### config.mk
export PLATFORM = sky130hd
export DESIGN_NAME = teletext_pfc_block_demux
export DESIGN_NICKNAME = d
export VERILOG_FILES = /design/src/hdl/tpbd_pkg.sv /design/src/hdl/tpbd_step.sv /design/src/hdl/teletext_pfc_block_demux.sv
export SDC_FILE = /design/constraint.sdc
export NUM_CORES = 1
export LEC_CHECK = 0
export BUFFER_PORTS_ARGS = -buffer_cell sky130_fd_sc_hd__buf_2
export CAP_MARGIN = 30
export CELL_PAD_IN_SITES_DETAIL_PLACEMENT = 1
export CELL_PAD_IN_SITES_GLOBAL_PLACEMENT = 2
export CORE_ASPECT_RATIO = 0.9
export CORE_MARGIN = 2
export CORE_UTILIZATION = 37
export DETAILED_ROUTE_END_ITERATION = 10
export PLACE_DENSITY_LB_ADDON = 0.1
export SLEW_MARGIN = 20
export SYNTH_ARGS = -nofsm -noshare
export SYNTH_HDL_FRONTEND = slang
export SYNTH_SLANG_ARGS = --single-unit
### constraint.sdc
create_clock -name i_clk -period 7.28 [get_ports i_clk]
set_input_delay 0.728 -clock i_clk [delete_from_list [all_inputs] [get_ports i_clk]]
set_output_delay 0.728 -clock i_clk [all_outputs]
set_load 0.01 [all_outputs]
### src/hdl/tpbd_pkg.sv
`timescale 1ns / 1ps
// ----------------------------------------------------------------------------
// tpbd_pkg
// Types, constants and the Hamming 8/4 decoder for the PFC block demultiplexer.
// ----------------------------------------------------------------------------
package tpbd_pkg;

    localparam logic [3:0]  SEPARATOR  = 4'hC;
    localparam logic [3:0]  FILLER     = 4'h3;
    localparam logic [4:0]  NO_CI      = 5'd16;
    localparam logic [4:0]  NO_PKT     = 5'd31;
    localparam logic [4:0]  MAX_PACKET = 5'd25;
    localparam logic [5:0]  MAX_BP     = 6'd39;
    localparam logic [5:0]  LAST_POS   = 6'd41;
    localparam logic [11:0] MAG8_CODE  = 12'h800;

    localparam logic CFG_PAGE   = 1'b0;
    localparam logic CFG_STREAM = 1'b1;

    typedef enum logic [2:0] {
        PH_IGNORE = 3'd0,
        PH_ADDR   = 3'd1,
        PH_HEADER = 3'd2,
        PH_BP     = 3'd3,
        PH_SEEK   = 3'd4,
        PH_COPY   = 3'd5,
        PH_SCAN   = 3'd6
    } t_phase;

    typedef enum logic [1:0] {
        K_DATA  = 2'd0,
        K_EMPTY = 2'd1,
        K_RESET = 2'd2,
        K_ERROR = 2'd3
    } t_kind;

    typedef struct packed {
        logic [7:0] byte_value;
        logic [5:0] byte_pos;
    } t_in;

    typedef struct packed {
        logic [1:0]  kind;
        logic [7:0]  data_byte;
        logic [10:0] block_offset;
        logic [4:0]  app_code;
        logic [10:0] block_len;
        logic        last_of_block;
    } t_out;

    typedef struct packed {
        logic [4:0]  exp_ci;
        logic [4:0]  exp_pkt;
        logic [4:0]  pkts;
        logic [10:0] bytes_left;
        logic [10:0] block_index;
        logic        reading_header;
        logic [15:0] header_bits;
        logic        header_bad;
        logic [4:0]  app_id;
        logic [10:0] size;
        logic [31:0] prefix;
        t_phase      phase;
        logic [5:0]  block_ptr;
        logic [5:0]  next_pos;
    } t_state;

    localparam logic [7:0] HAM_CODE [16] = '{
        8'h15, 8'h02, 8'h49, 8'h5E, 8'h64, 8'h73, 8'h38, 8'h2F,
        8'hD0, 8'hC7, 8'h8C, 8'h9B, 8'hA1, 8'hB6, 8'hFD, 8'hEA
    };

    // {ok, nibble}; the lowest-index matching code wins
    function automatic logic [4:0] ham_decode(input logic [7:0] b);
        logic [4:0] r;
        logic [7:0] x;
        r = 5'd0;
        for (int d = 15; d >= 0; d--) begin
            x = b ^ HAM_CODE[d];
            if ((x & (x - 8'd1)) == 8'd0) begin
                r = {1'b1, 4'(d)};
            end
        end
        return r;
    endfunction

endpackage

### src/hdl/tpbd_step.sv
`timescale 1ns / 1ps
// ----------------------------------------------------------------------------
// tpbd_step
// Next-state and result logic for one packet byte.
// ----------------------------------------------------------------------------
module tpbd_step (
    input  tpbd_pkg::t_state i_state,
    input  tpbd_pkg::t_in    i_item,
    input  logic [11:0]      i_page,
    input  logic [3:0]       i_stream,
    output tpbd_pkg::t_state o_state,
    output logic             o_res_valid,
    output tpbd_pkg::t_out   o_res
);
    import tpbd_pkg::*;

    logic [4:0]  ham;
    logic        ok;
    logic [3:0]  nib;
    logic [5:0]  pos;
    logic [31:0] pfx;
    logic [11:0] mag;
    logic [4:0]  packet;
    logic [15:0] hb;
    logic        hdr_sync;
    t_state      s;

    always_comb begin
        ham = ham_decode(i_item.byte_value);
        ok  = ham[4];
        nib = ham[3:0];
        pos = i_item.byte_pos;
        s   = i_state;
        o_res_valid = 1'b0;
        o_res = '0;
        pfx = '0;
        mag = '0;
        packet = '0;
        hb = '0;
        hdr_sync = 1'b0;

        if (pos == 6'd0) begin
            s.next_pos = 6'd1;
            s.phase = PH_ADDR;
            s.prefix = {28'd0, nib};
            if (!ok) begin
                o_res_valid = 1'b1;
                o_res.kind = K_ERROR;
            end
        end else if (pos != i_state.next_pos || pos > LAST_POS) begin
            s.phase = PH_IGNORE;
        end else begin
            s.next_pos = pos + 6'd1;
            case (i_state.phase)
                PH_ADDR: begin
                    pfx = i_state.prefix | {24'd0, nib, 4'd0};
                    mag = (pfx[2:0] == 3'd0) ? MAG8_CODE : {1'b0, pfx[2:0], 8'd0};
                    packet = {nib, pfx[3]};
                    s.prefix = pfx;
                    if (!ok) begin
                        o_res_valid = 1'b1;
                        o_res.kind = K_ERROR;
                    end else if (packet == 5'd0) begin
                        s.phase = PH_HEADER;
                    end else if (mag[11:8] != i_page[11:8] || i_state.pkts == 5'd0 ||
                                 packet > MAX_PACKET) begin
                        s.phase = PH_IGNORE;
                    end else if (packet != i_state.exp_pkt || packet > i_state.pkts) begin
                        o_res_valid = 1'b1;
                        o_res.kind = K_RESET;
                    end else begin
                        s.exp_pkt = packet + 5'd1;
                        s.phase = PH_BP;
                    end
                end
                PH_HEADER: begin
                    if (!ok) begin
                        o_res_valid = 1'b1;
                        o_res.kind = K_ERROR;
                    end else if (pos <= 6'd7) begin
                        pfx = i_state.prefix | ({28'd0, nib} << {pos[2:0], 2'b00});
                        mag = (pfx[2:0] == 3'd0) ? MAG8_CODE : {1'b0, pfx[2:0], 8'd0};
                        s.prefix = pfx;
                        if (pos == 6'd3 && (mag | {4'd0, pfx[15:8]}) != i_page) begin
                            s.pkts = 5'd0;
                            s.phase = PH_IGNORE;
                        end else if (pos == 6'd7) begin
                            s.phase = PH_IGNORE;
                            if (pfx[27:24] != i_stream) begin
                                s.pkts = 5'd0;
                            end else begin
                                if ({1'b0, pfx[19:16]} != i_state.exp_ci) begin
                                    o_res_valid = 1'b1;
                                    o_res.kind = K_RESET;
                                end
                                hdr_sync = 1'b1;
                                s.exp_ci = {1'b0, pfx[19:16] + 4'd1};
                                s.exp_pkt = 5'd1;
                                s.pkts = {pfx[29:28], pfx[22:20]};
                            end
                        end
                    end
                end
                PH_BP: begin
                    if (!ok || nib > 4'd13) begin
                        o_res_valid = 1'b1;
                        o_res.kind = K_ERROR;
                    end else begin
                        s.block_ptr = 6'({2'b00, nib} * 6'd3);
                        if (i_state.bytes_left != 11'd0) begin
                            s.phase = PH_COPY;
                        end else if (s.block_ptr >= MAX_BP) begin
                            s.phase = PH_IGNORE;
                        end else begin
                            s.phase = PH_SEEK;
                        end
                    end
                end
                PH_SEEK: begin
                    if ({1'b0, pos} >= {1'b0, i_state.block_ptr} + 7'd3) begin
                        if (!ok || nib != SEPARATOR) begin
                            o_res_valid = 1'b1;
                            o_res.kind = K_ERROR;
                        end else begin
                            s.reading_header = 1'b1;
                            s.bytes_left = 11'd4;
                            s.block_index = 11'd0;
                            s.header_bits = 16'd0;
                            s.header_bad = 1'b0;
                            s.phase = PH_COPY;
                        end
                    end
                end
                PH_COPY: begin
                    if (i_state.bytes_left == 11'd0) begin
                        s.phase = PH_IGNORE;
                    end else if (i_state.reading_header) begin
                        hb = i_state.header_bits |
                             ({12'd0, nib} << {i_state.block_index[1:0], 2'b00});
                        if (!ok) begin
                            s.header_bad = 1'b1;
                        end else begin
                            s.header_bits = hb;
                        end
                        s.block_index = i_state.block_index + 11'd1;
                        s.bytes_left = i_state.bytes_left - 11'd1;
                        if (s.bytes_left == 11'd0) begin
                            if (s.header_bad) begin
                                o_res_valid = 1'b1;
                                o_res.kind = K_ERROR;
                            end else begin
                                s.app_id = s.header_bits[4:0];
                                s.size = s.header_bits[15:5];
                                s.reading_header = 1'b0;
                                s.block_index = 11'd0;
                                if (s.size == 11'd0) begin
                                    s.phase = PH_SCAN;
                                    o_res_valid = 1'b1;
                                    o_res.kind = K_EMPTY;
                                    o_res.app_code = s.app_id;
                                    o_res.last_of_block = 1'b1;
                                end else begin
                                    s.bytes_left = s.size;
                                end
                            end
                        end
                    end else begin
                        o_res_valid = 1'b1;
                        o_res.kind = K_DATA;
                        o_res.data_byte = i_item.byte_value;
                        o_res.block_offset = i_state.block_index;
                        o_res.app_code = i_state.app_id;
                        o_res.block_len = i_state.size;
                        o_res.last_of_block = (i_state.bytes_left == 11'd1);
                        s.block_index = i_state.block_index + 11'd1;
                        s.bytes_left = i_state.bytes_left - 11'd1;
                        if (s.bytes_left == 11'd0) begin
                            s.phase = PH_SCAN;
                        end
                    end
                end
                PH_SCAN: begin
                    if (!(ok && nib == FILLER)) begin
                        if (!ok || nib != SEPARATOR) begin
                            o_res_valid = 1'b1;
                            o_res.kind = K_ERROR;
                        end else begin
                            s.reading_header = 1'b1;
                            s.bytes_left = 11'd4;
                            s.block_index = 11'd0;
                            s.header_bits = 16'd0;
                            s.header_bad = 1'b0;
                            s.phase = PH_COPY;
                        end
                    end
                end
                default: begin
                end
            endcase
        end

        // clear continuity and partial block on error or continuity reset
        if (o_res_valid && (o_res.kind == K_ERROR || o_res.kind == K_RESET)) begin
            s.exp_ci = NO_CI;
            s.exp_pkt = NO_PKT;
            s.pkts = 5'd0;
            s.block_index = 11'd0;
            s.bytes_left = 11'd0;
            s.reading_header = 1'b1;
            s.header_bits = 16'd0;
            s.header_bad = 1'b0;
            s.phase = PH_IGNORE;
        end
        // resync continuity from a matching page header
        if (hdr_sync) begin
            s.exp_ci = {1'b0, pfx[19:16] + 4'd1};
            s.exp_pkt = 5'd1;
            s.pkts = {pfx[29:28], pfx[22:20]};
        end
        o_state = s;
    end

endmodule

### src/hdl/teletext_pfc_block_demux.sv
`timescale 1ns / 1ps
// ----------------------------------------------------------------------------
// teletext_pfc_block_demux
// Teletext page function clear demultiplexer, one packet byte per transaction.
// Results are registered: a result appears in the cycle after its byte is taken.
// Throughput: one byte per cycle while the output is not stalled, set by the single decode stage.
// Reset: synchronous, restores decode state, page, stream and output valid.
// ----------------------------------------------------------------------------
module teletext_pfc_block_demux (
    input  logic           i_clk,
    input  logic           i_rst_n,
    input  logic           i_valid,
    output logic           o_stall,
    input  tpbd_pkg::t_in  i_in,
    output logic           o_valid,
    input  logic           i_stall,
    output tpbd_pkg::t_out o_out,
    input  logic           i_cfg_we,
    input  logic           i_cfg_idx,
    input  logic [11:0]    i_cfg_data
);
    import tpbd_pkg::*;

    t_state      r_state, n_state;
    logic [11:0] r_page;
    logic [3:0]  r_stream;
    logic        r_valid;
    t_out        r_out, n_out;
    logic        n_res_valid;
    logic        take;

    tpbd_step u_step (
        .i_state     (r_state),
        .i_item      (i_in),
        .i_page      (r_page),
        .i_stream    (r_stream),
        .o_state     (n_state),
        .o_res_valid (n_res_valid),
        .o_res       (n_out)
    );

    assign o_stall = r_valid && i_stall;
    assign take    = i_valid && !o_stall;
    assign o_valid = r_valid;
    assign o_out   = r_out;

    always_ff @(posedge i_clk) begin
        if (!i_rst_n) begin
            r_state <= '{exp_ci: NO_CI, exp_pkt: NO_PKT, reading_header: 1'b1,
                         phase: PH_IGNORE, default: '0};
            r_page   <= 12'd256;
            r_stream <= 4'd0;
            r_valid  <= 1'b0;
        end else begin
            if (i_cfg_we) begin
                case (i_cfg_idx)
                    CFG_PAGE:   r_page <= i_cfg_data;
                    CFG_STREAM: r_stream <= i_cfg_data[3:0];
                    default: begin
                    end
                endcase
            end
            if (take) begin
                r_state <= n_state;
                r_valid <= n_res_valid;
            end else if (!i_stall) begin
                r_valid <= 1'b0;
            end
        end
    end

    always_ff @(posedge i_clk) begin
        if (take) begin
            r_out <= n_out;
        end
    end

endmodule

==> results of run 1 <==
## stage by stage
stage | total power, uW | hold slack (ns) | utilization (%)
5_1_grt | 2291 | 0.4870 | 41.48
3_5_place_dp | 1270 | 0.4577 | 39.22
3_3_place_gp | 1269 | 0.4479 | 39.13
6_report | 2198 | 0.4745 | 41.48
4_1_cts | 2219 | 0.4765 | 41.38
2_1_floorplan | 1175 | 0.4329 | -
## cells by family (layout without fill, tap and decap cells)
kind of cell             count (synthesis)  after routing
adder cells (fa/ha/maj)                 37             37
buffers and inverters                  142            183
AND/OR/NAND/NOR                        552            552
XOR/XNOR                                32             32
AO/OA/AOI/OAI                          400            400
flip-flops                             166            166
multiplexers                            10             10
## worst max path at each step
stage,start,end,slack (ns)
floorplan,i_in[10],r_state[67],1.96
global placement,i_in[9],r_state[94],1.17
detailed placement,i_in[9],r_state[108],1.10
CTS,i_in[9],r_state[108],1.59
global route,i_in[9],r_state[108],0.96
finish,i_in[9],r_state[108],1.47
## Yosys cell counts, types with 5 or more instances
library cell    n  area (um^2)
edfxtp_1       38         1141
nand4_1         9        56.30
nand3_1        44        220.2
o22ai_1        11        68.82
nand2b_1       23        143.9
or2_2           5        31.28
and2_1         39        244.0
o211ai_1       17        127.6
a21oi_1       114        570.6
buf_2           6        30.03
a31oi_1         9        56.30
and3_1         20        125.1
inv_1          60        225.2
nor4_1         12        75.07
a221oi_1        5        43.79
mux2i_1         6        60.06
nor2b_1        20        125.1
nor3b_1        19        142.6
ha_1           34        425.4
a2111oi_0       5        43.79
buf_1           7        26.28
a2bb2oi_1      10        87.58
dfxtp_1       128         2562
a21o_1          5        37.54
nor3_1         41        205.2
a311oi_1        5        43.79
o21a_1          7        52.55
clkbuf_1       45        168.9
or3_1          17        106.4
a221o_1         5        50.05
a21oi_2         6        52.55
nand2_1       128        480.5
a211oi_1       31        232.7
o21ai_0        76        380.4
buf_4           9        67.56
o31ai_1        16        120.1
buf_6          12        135.1
o21bai_1        5        37.54
xnor2_1        17        148.9
nor2_1        138        518.0
a22oi_1         9        67.56
nand3b_1        7        52.55
a41oi_1         7        61.31
xor2_1         15        131.4
## flip-flops by register name, summed over array words and instances, names as in the netlist
signal,count
r_state,111
r_stream,4
r_page,12
o_valid,1
o_out,38
## layout make-up
type                    count  area share, %
clock buffers              17          3.562
clock inverters            15          1.645
inverters                  63          1.980
multi-input cells        1031          53.72
flip-flops and latches    166          31.01
well taps                 366          3.835
repair buffers             88          4.243
## power groups by stage
stage	logic, uW	registers (uW)	clock network, uW
global placement	291	978	0
detailed placement	291	979	0
floorplan	195	980	0
CTS	293	957	969
global route	323	958	1010
finish	296	957	946
## metal layers
layer | up-vias | track usage, %
met5 | - | 0
met4 | 0 | 5.739
met3 | 36 | 3.553
met2 | 230 | 37.06
met1 | 5019 | 35.98
li1 | 4938 | -
==> flow_metrics.tcl, run 1 <==
set metrics [dict create \
    place_inst 1712 \
    layout_common_cells "137 x nor2_1, 128 x nand2_1, 128 x dfxtp_1" \
    fin_crit_sh_pct 79.78 \
    seqPwrFrac_pct 43.5 \
    drv_slew 0 \
    placed_cell_area_mm2 0.01129 \
    p_per_area_mw_per_mm2 184.1 \
    wl_met2_mm 16.10 \
    hold_viol 0 \
    gp_congestion 0.8610 \
    setup_viol 0 \
    irDropWorstVdd_v 0.0001532 \
    first_iter_violations 589 \
    syn-num-nets 1406 \
    synth_seq_cells 166 \
    path_clk_slew_ns 0.08 \
    grt_pass1_wl_mm 58.51 \
    fin_area_mm2 0.01194 \
    post_drt_via_cell_ratio 5.855 \
    wl_met3_mm 1.631 \
    ctsHoldBuffers 0 \
    p_leak_uw 0.004420 \
    htree_levels 4 \
    register_area_mm2 0.003704 \
    highest_layer "met4" \
    crit_family "compound AO/OA/AOI/OAI gates" \
    synth_cells 1339 \
    fmax_mhz 172.2 \
    dr.pass1.iters 5 \
    hold_path_class "reg2reg" \
    holdPathEnd "r_state[65]" \
    rows 59 \
    yosys.area_share.simple_pct 26.25 \
    min_from "r_state[65]" \
    cp_slowest_stage_delay_ns 0.61 \
    pwr-share-clk_pct 43.0 \
    synth-async-reset-ratio_pct 0 \
    ant_nets 0 \
    fin_skew_ns 0.02376 \
    grt_overflow_total 0 \
    wl_per_cell_um 20.96 \
    io_buffers 71 \
    drt-total-wl_mm 36.60 \
    min_period_ns 5.808 \
    reg2reg_from "r_state[92]" \
    switching_share_pct 31.29 \
    initial_core_util_pct 37.44 \
    wl_met1_mm 18.38 \
    final_common_cell "nor2_1" \
    synth_edf_count 38 \
    synth-warning-count 0 \
    p_switching_uw 687.9 \
    cts-root-buf "clkbuf_16" \
    grt_max_degree 65 \
    path_depth 19 \
    track_usage_pct 24.30 \
    fp.dieH_um 165.9 \
    syn_area_per_cell_um2 8.051 \
    layout.nets 1434 \
    p_int_uw 1510 \
    rsz0062_at_grt "no" \
    vias 10220 \
    synth_xor_area_share_pct 2.600 \
    post-place-ws_ns 1.098 \
    worstSetupPathType "in2reg" \
    die_x_um 183.9 \
    drc 0 \
    antenna_found_initial 0 \
    synth_cell_types 101 \
    synthToLayoutAreaGrowth_pct 10.77 \
    synth_top_family_by_area "simple AND/OR/NAND/NOR gates" \
    crit_required_ns 7.59 \
    synth_compound_area_share_pct 25.32 \
    crit_buf_inv 4 \
    clockBufferDepth 2 \
    crit_arrival_ns 6.12 \
    cts.repair.resized 0 \
    reg2reg_setup_slack_ns 3.39 \
    muxShareOfSynthArea_pct 0.9749 \
    clock_latency_ns 0.46 \
    max_slew_margin_pct 20.17 \
    grt_pass1_vias 10110 \
    seq_area_frac_synth_pct 34.35 \
    tightest_slew_ns 1.189 \
    diodes 0 \
    r2r_end "r_state[13]" \
    reg2regPathDepth 13 \
    cts_sinks 166 \
    cts_tree "built" \
    n_fill_cell 3523 \
    coreArea_mm2 0.02879 \
    syn-cell-area_mm2 0.01078 \
    status "finished, final reports clean" \
    cts_setup_buffers 0 \
    cts_buffers 17 \
    post-dp-hpwl_mm 26.62 \
    worstSetupEndpointType "flop" \
    drive_above_1_share_pct 12.75 \
    synthAdderAreaFrac_pct 4.329 \
    worstSetupStartpointType "input port" \
    cp_max_fo 31 \
    layout.cells.non_filler 1746 \
    critPathSlowestCell "a311oi_1" \
    crit_chain "buf_2, inv_1, a211o_1, a311oi_1, inv_1, nand4_4, nand2b_1, ha_1, a21oi_1, nor2b_1, o22ai_1, nand2_1, nor4_1, nor3_2, o31ai_4, inv_2, o31ai_1, nor2b_1, o21ai_0" \
    setup_tns_ns 0 \
    drv_cap 0 \
    multi_input_area_mm2 0.006415 \
    holdPathStages 1 \
    comb_power_share_pct 13.5 \
    finalWorstSetupSlack_ns 1.472 \
    dieArea_mm2 0.03052 \
    synthFlopType "dfxtp_1" \
    io_pins 72 \
]
No activity file was read; power rests on OpenSTA's default activity.
==> inputs of run 2 (changes only) <==
--- a/config.mk
+++ b/config.mk
@@ -5,13 +5,14 @@
 export SDC_FILE = /design/constraint.sdc
 export NUM_CORES = 1
 export LEC_CHECK = 0
+export ABC_AREA = 1
 export BUFFER_PORTS_ARGS = -buffer_cell sky130_fd_sc_hd__buf_2
 export CAP_MARGIN = 30
 export CELL_PAD_IN_SITES_DETAIL_PLACEMENT = 1
 export CELL_PAD_IN_SITES_GLOBAL_PLACEMENT = 2
 export CORE_ASPECT_RATIO = 0.9
 export CORE_MARGIN = 2
-export CORE_UTILIZATION = 37
+export CORE_UTILIZATION = 31
 export DETAILED_ROUTE_END_ITERATION = 10
 export PLACE_DENSITY_LB_ADDON = 0.1
 export SLEW_MARGIN = 20
==> constraint.sdc (replaced) <==
create_clock -name i_clk -period 5.2 [get_ports i_clk]
set_input_delay 0.52 -clock i_clk [delete_from_list [all_inputs] [get_ports i_clk]]
set_output_delay 0.52 -clock i_clk [all_outputs]
set_load 0.01 [all_outputs]
==> flow_metrics.tcl, run 2 <==
set metrics [dict create \
    synth-warning-count 0 \
    cts_setup_buffers 0 \
    ant_nets 0 \
    dr.pass1.iters 5 \
    drv_cap 0 \
    cts-root-buf "clkbuf_16" \
    drv_slew 0 \
    dieArea_mm2 0.03633 \
    yosysMostFrequentCell "nand2_1" \
    synthToLayoutAreaGrowth_pct 13.77 \
    crit_family "simple AND/OR/NAND/NOR gates" \
    htree_levels 4 \
    ctsHoldBuffers 0 \
    grt_pass1_wl_mm 62.77 \
    reg2reg_from "r_state[6]" \
    hold_viol 0 \
    layout_common_cells "317 x nand2_1, 223 x nor2_1, 219 x inv_1" \
    regMostFlops "r_state" \
    grt_max_degree 57 \
    cts.repair.resized 0 \
    finalWorstSetupSlack_ns 0.8377 \
    tightest_slew_ns 0.9876 \
    worstSetupEndpointType "flop" \
    post-place-ws_ns 0.3250 \
    yosys-top-cells-area "dfxtp_1 24%, nand2_1 11%, edfxtp_1 11%" \
    fin_skew_ns 0.01366 \
    seq_area_frac_synth_pct 34.31 \
    status "finished, final reports clean" \
    rsz0062_at_grt "no" \
    power_uw 3001 \
    synth_cells 1607 \
    cts_sinks 166 \
    fmax_mhz 229.2 \
    largest_register_ffs 111 \
    wl_per_cell_um 17.96 \
    antenna_found_initial 1 \
    track_usage_pct 21.84 \
    reg2reg_setup_slack_ns 1.54 \
    worstSetupPathType "in2reg" \
    crit_buf_inv 3 \
    crit_required_ns 5.54 \
    irDropWorstVdd_v 0.0002376 \
    min_from "i_cfg_data[8]" \
    endpoint "r_state[12]" \
    max_slew_margin_pct 32.46 \
    syn_area_per_cell_um2 6.717 \
    grt_pass1_vias 10970 \
    setup_tns_ns 0 \
    grt_overflow_total 0 \
    synth_edf_count 38 \
    drive_above_1_share_pct 11.63 \
    diodes 0 \
    rows 64 \
    hold_path_class "in2reg" \
    coreArea_mm2 0.03411 \
    clock_latency_ns 0.45 \
    fin_crit_sh_pct 83.89 \
    post_drt_via_cell_ratio 4.998 \
    yosys.area.top_type "dfxtp_1" \
    vias 10730 \
    cts_buffers 17 \
    layout.nets 1739 \
    first_iter_violations 630 \
    p_per_area_mw_per_mm2 244.4 \
    critPathSlowestCell "ha_1" \
    die_x_um 200.7 \
    syn-cell-area_mm2 0.01079 \
    crit_start "i_in[10]" \
    synth_top_area_share_pct 23.74 \
    drc 0 \
    gp_congestion 0.8926 \
    synth_common_cells "317 x nand2_1, 223 x nor2_1, 220 x inv_1" \
    synthFlopType "dfxtp_1" \
    synth-async-reset-ratio_pct 0 \
    io_pins 72 \
    worstSetupStartpointType "input port" \
    path_depth 29 \
    cp_common_cell "nand2_1" \
    n_fill_cell 4405 \
    crit_arrival_ns 4.70 \
    drt-total-wl_mm 38.56 \
    cp_max_fo 12 \
    initial_core_util_pct 31.64 \
    path_clk_slew_ns 0.07 \
    io_buffers 71 \
    synth_seq_cells 166 \
    synth_cell_types 56 \
    cts_tree "built" \
    final_common_cell "nand2_1" \
    p_leak_uw 0.005275 \
    setup_viol 0 \
    fp.dieH_um 181.0 \
    syn-num-nets 1674 \
    clockBufferDepth 2 \
    min_period_ns 4.362 \
    r2r_end "r_state[101]" \
    reg2regPathDepth 21 \
    cp_slowest_stage_delay_ns 0.39 \
    post-dp-hpwl_mm 28.92 \
]
## run 2: cell types whose count changed in the layout (fill, tap and decap cells not counted), moves of 34 or more
cell | before | now
nand4_1 | 9 | 50
and2_1 | 39 | 0
inv_1 | 58 | 219
o21ai_0 | 76 | 110
nand2_1 | 128 | 317
nor2_1 | 137 | 223
nand3_1 | 44 | 118
## run 2: where the power goes
part / internal [uW] / switching, uW
logic: 96.9 / 241
registers: 1340 / 10.1
clock network: 684 / 633
total: 2120 / 884
## run 2: worst min-delay path by stage
stage / slack [ns] / cells past startpoint / endpoint
5_1_grt: 0.31 / 3 / o_valid
2_1_floorplan: 0.43 / 2 / r_state[30]
3_5_place_dp: 0.46 / 2 / r_state[30]
3_3_place_gp: 0.44 / 2 / r_state[30]
4_1_cts: 0.28 / 3 / r_page[10]
6_report: 0.30 / 3 / r_page[8]
## run 2: metrics by stage
stage / utilization, % / std cells / cell area, um^2 / hold WS (ns)
floorplan: - / 1607 / 10790 / 0.4296
global placement: 34.28 / 2115 / 11690 / 0.4378
detailed placement: 34.28 / 2115 / 11690 / 0.4556
CTS: 36.00 / 2147 / 12280 / 0.2787
global route: 36.00 / 2147 / 12280 / 0.3150
finish: 36.00 / 2147 / 12280 / 0.2989
## run 2: cell families (layout without fill, tap and decap cells)
kind of cell               after synthesis  in the layout  share of synthesized area, %
buffers and inverters                  301            379                         11.29
xor gates and xnor gates                48             48                         3.895
and+or+nand+nor                        784            784                         32.19
AOI/OAI and AO/OA                      273            273                         14.19
DFF                                    166            166                         34.31
adders and majority gates               35             35                         4.127
## run 2: tightest hold or removal path: stages
cell      delay, ns
buf_2          0.08
nand2_1        0.05
o211ai_1       0.07
## run 2: cell type report
type | instances | area (um^2) | area share [%]
clock buffer | 17 | 425.4 | 3.464
sequential | 166 | 3704 | 30.16
inverter | 240 | 903.4 | 7.356
multi-input combinational | 1140 | 5882 | 47.90
tap | 462 | 578.1 | 4.707
clock inverter | 15 | 162.7 | 1.325
timing repair buffer | 107 | 625.6 | 5.094
## run 2: metal layers
layer,GRT usage (%),share of wire [%],up-vias
li1,-,-,5390
met1,32.38,53,5143
met2,33.28,42,173
met3,2.958,3.4,25
met4,5.244,1.3,0
met5,0,0,-
==> inputs of run 3 (changes only) <==
--- a/config.mk
+++ b/config.mk
@@ -5,14 +5,14 @@
 export SDC_FILE = /design/constraint.sdc
 export NUM_CORES = 1
 export LEC_CHECK = 0
-export ABC_AREA = 1
+export ABC_AREA = 0
 export BUFFER_PORTS_ARGS = -buffer_cell sky130_fd_sc_hd__buf_2
 export CAP_MARGIN = 30
 export CELL_PAD_IN_SITES_DETAIL_PLACEMENT = 1
 export CELL_PAD_IN_SITES_GLOBAL_PLACEMENT = 2
 export CORE_ASPECT_RATIO = 0.9
 export CORE_MARGIN = 2
-export CORE_UTILIZATION = 31
+export CORE_UTILIZATION = 34
 export DETAILED_ROUTE_END_ITERATION = 10
 export PLACE_DENSITY_LB_ADDON = 0.1
 export SLEW_MARGIN = 20
==> constraint.sdc (replaced) <==
create_clock -name i_clk -period 3.7 [get_ports i_clk]
set_input_delay 0.37 -clock i_clk [delete_from_list [all_inputs] [get_ports i_clk]]
set_output_delay 0.37 -clock i_clk [all_outputs]
set_load 0.01 [all_outputs]
==> flow_metrics.tcl, run 3 (same netlist as run 1, synthesis figures left out) <==
set metrics [dict create \
    setup_tns_ns -2.573 \
    min_period_ns 3.861 \
    place_inst 1983 \
    drt-total-wl_mm 41.80 \
    grt_pass1_vias 11180 \
    worstSetupPathType "in2reg" \
    drive_above_1_share_pct 32.61 \
    largest_register_ffs 111 \
    pwr-share-clk_pct 39.2 \
    clock_latency_ns 0.47 \
    irDropWorstVdd_v 0.0003749 \
    final_common_cell "buf_4" \
    fmax_mhz 259.0 \
    dieArea_mm2 0.03315 \
    coreArea_mm2 0.03106 \
    crit_required_ns 4.09 \
    seqPwrFrac_pct 41.1 \
    status "finished with violations" \
    layout_common_cells "251 x buf_4, 132 x nor2_1, 128 x dfxtp_1" \
    dr.pass1.iters 5 \
    grt_max_degree 41 \
    min_from "i_cfg_data[5]" \
    p_switching_uw 1409 \
    finalWorstSetupSlack_ns -0.1613 \
    htree_levels 4 \
    drc 0 \
    setup_viol 43 \
    regMostFlops "r_state" \
    switching_share_pct 30.72 \
    critPathSlowestCell "or4_4" \
    fin_area_mm2 0.01496 \
    clockBufferDepth 2 \
    initial_core_util_pct 34.70 \
    vias 11280 \
    p_per_area_mw_per_mm2 306.6 \
    drv_slew 0 \
    wl_per_cell_um 20.24 \
    tightest_slew_ns 0.8434 \
    layout.nets 1710 \
    antenna_found_initial 0 \
    placed_cell_area_mm2 0.01335 \
    rows 61 \
    crit_start "i_in[7]" \
    rsz0062_at_grt "yes" \
    cts-root-buf "clkbuf_16" \
    worstSetupStartpointType "input port" \
    io_buffers 71 \
    reg2reg_from "r_state[93]" \
    fp.dieH_um 172.9 \
    layout.cells.non_filler 2065 \
    cts_buffers 17 \
    drv_cap 0 \
    cts_sinks 166 \
    path_clk_slew_ns 0.07 \
    first_iter_violations 613 \
    grt_overflow_total 0 \
    cts_tree "built" \
    diodes 0 \
    holdPathStages 3 \
    cp_max_fo 5 \
    track_usage_pct 25.03 \
    comb_power_share_pct 19.7 \
    ctsHoldBuffers 0 \
    fin_skew_ns 0.01371 \
    reg2regPathDepth 16 \
    cp_slowest_stage_delay_ns 0.54 \
    post_drt_via_cell_ratio 5.462 \
    die_x_um 191.7 \
    crit_arrival_ns 4.26 \
    p_int_uw 3177 \
    ant_nets 0 \
    io_pins 72 \
    synthToLayoutAreaGrowth_pct 38.76 \
    hold_viol 0 \
    fin_crit_sh_pct 104.4 \
    power_uw 4586 \
    violations "negative setup slack" \
    grt_pass1_wl_mm 64.44 \
    max_slew_margin_pct 43.66 \
    hold_path_class "in2reg" \
    worstSetupEndpointType "flop" \
    post-dp-hpwl_mm 30.50 \
    p_leak_uw 0.005991 \
    cp_common_cell "buf_6" \
    gp_congestion 0.8751 \
]
-- run 3: changes by cell type in the layout (fill, tap and decap cells not counted), moves of 37 or more --
cell     previous run  this run
buf_4              36       251
nand2_1           317       121
inv_1             219        55
nor2_1            223       132
nand3_1           118        39
o21ai_0           110        54
nand4_1            50         9
and2_1              0        37
-- run 3: final timing paths --
kind                 endpoint  slack (ns)
setup / recovery  r_state[13]       -0.16
hold reg to reg   r_state[27]        0.47
setup reg to reg  r_state[68]        0.17
hold / removal      r_page[5]        0.14
-- run 3: cell type report --
type	instances	area [um^2]
inverters	63	239.0
multi-input cells	1034	7000
fillers	3695	16100
clock inverters	15	161.4
flip-flops and latches	166	3704
clock buffers	17	425.4
well taps	409	511.7
repair buffers	361	2918
-- run 3: through the flow --
step	hold slack (ns)	worst slack (ns)	utilization [%]
after floorplan	0.4329	-0.6419	-
after global placement	0.4475	-0.8952	42.95
after detailed placement	0.4573	-0.8625	42.96
after CTS	0.1202	-0.06720	46.57
after global routing	0.1413	-0.3491	48.16
final	0.1406	-0.1613	48.16
-- run 3: power by group through the flow --
stage,clock network [uW],logic (uW),registers [uW]
4_1_cts,1850,849,1880
5_1_grt,1930,969,1890
6_report,1800,905,1880
3_3_place_gp,0,778,1920
2_1_floorplan,0,398,1930
3_5_place_dp,0,786,1930
-- run 3: metal layers --
layer | routed length, um | global-route usage (%)
met4 | 555 | 6.731
met1 | 21580 | 37.48
met3 | 1329 | 3.410
met2 | 18340 | 37.35
met5 | 0 | 0
-- run 3: repair_timing --
action	CTS	global route
pin swaps	25	26
setup buffers	19	26
gates resized for setup	95	56
cloned	5	3
setup endpoints to repair	60	60
-- run 3: worst max-delay path: cells and delay by family --
| kind | cells | cell delay [ns] |
|---|---|---|
| fa+ha+maj | 1 | 0.21 |
| simple gates | 11 | 1.86 |
| compound gates | 6 | 0.95 |
| mux | 1 | 0.14 |
| buf+inv | 6 | 0.73 |
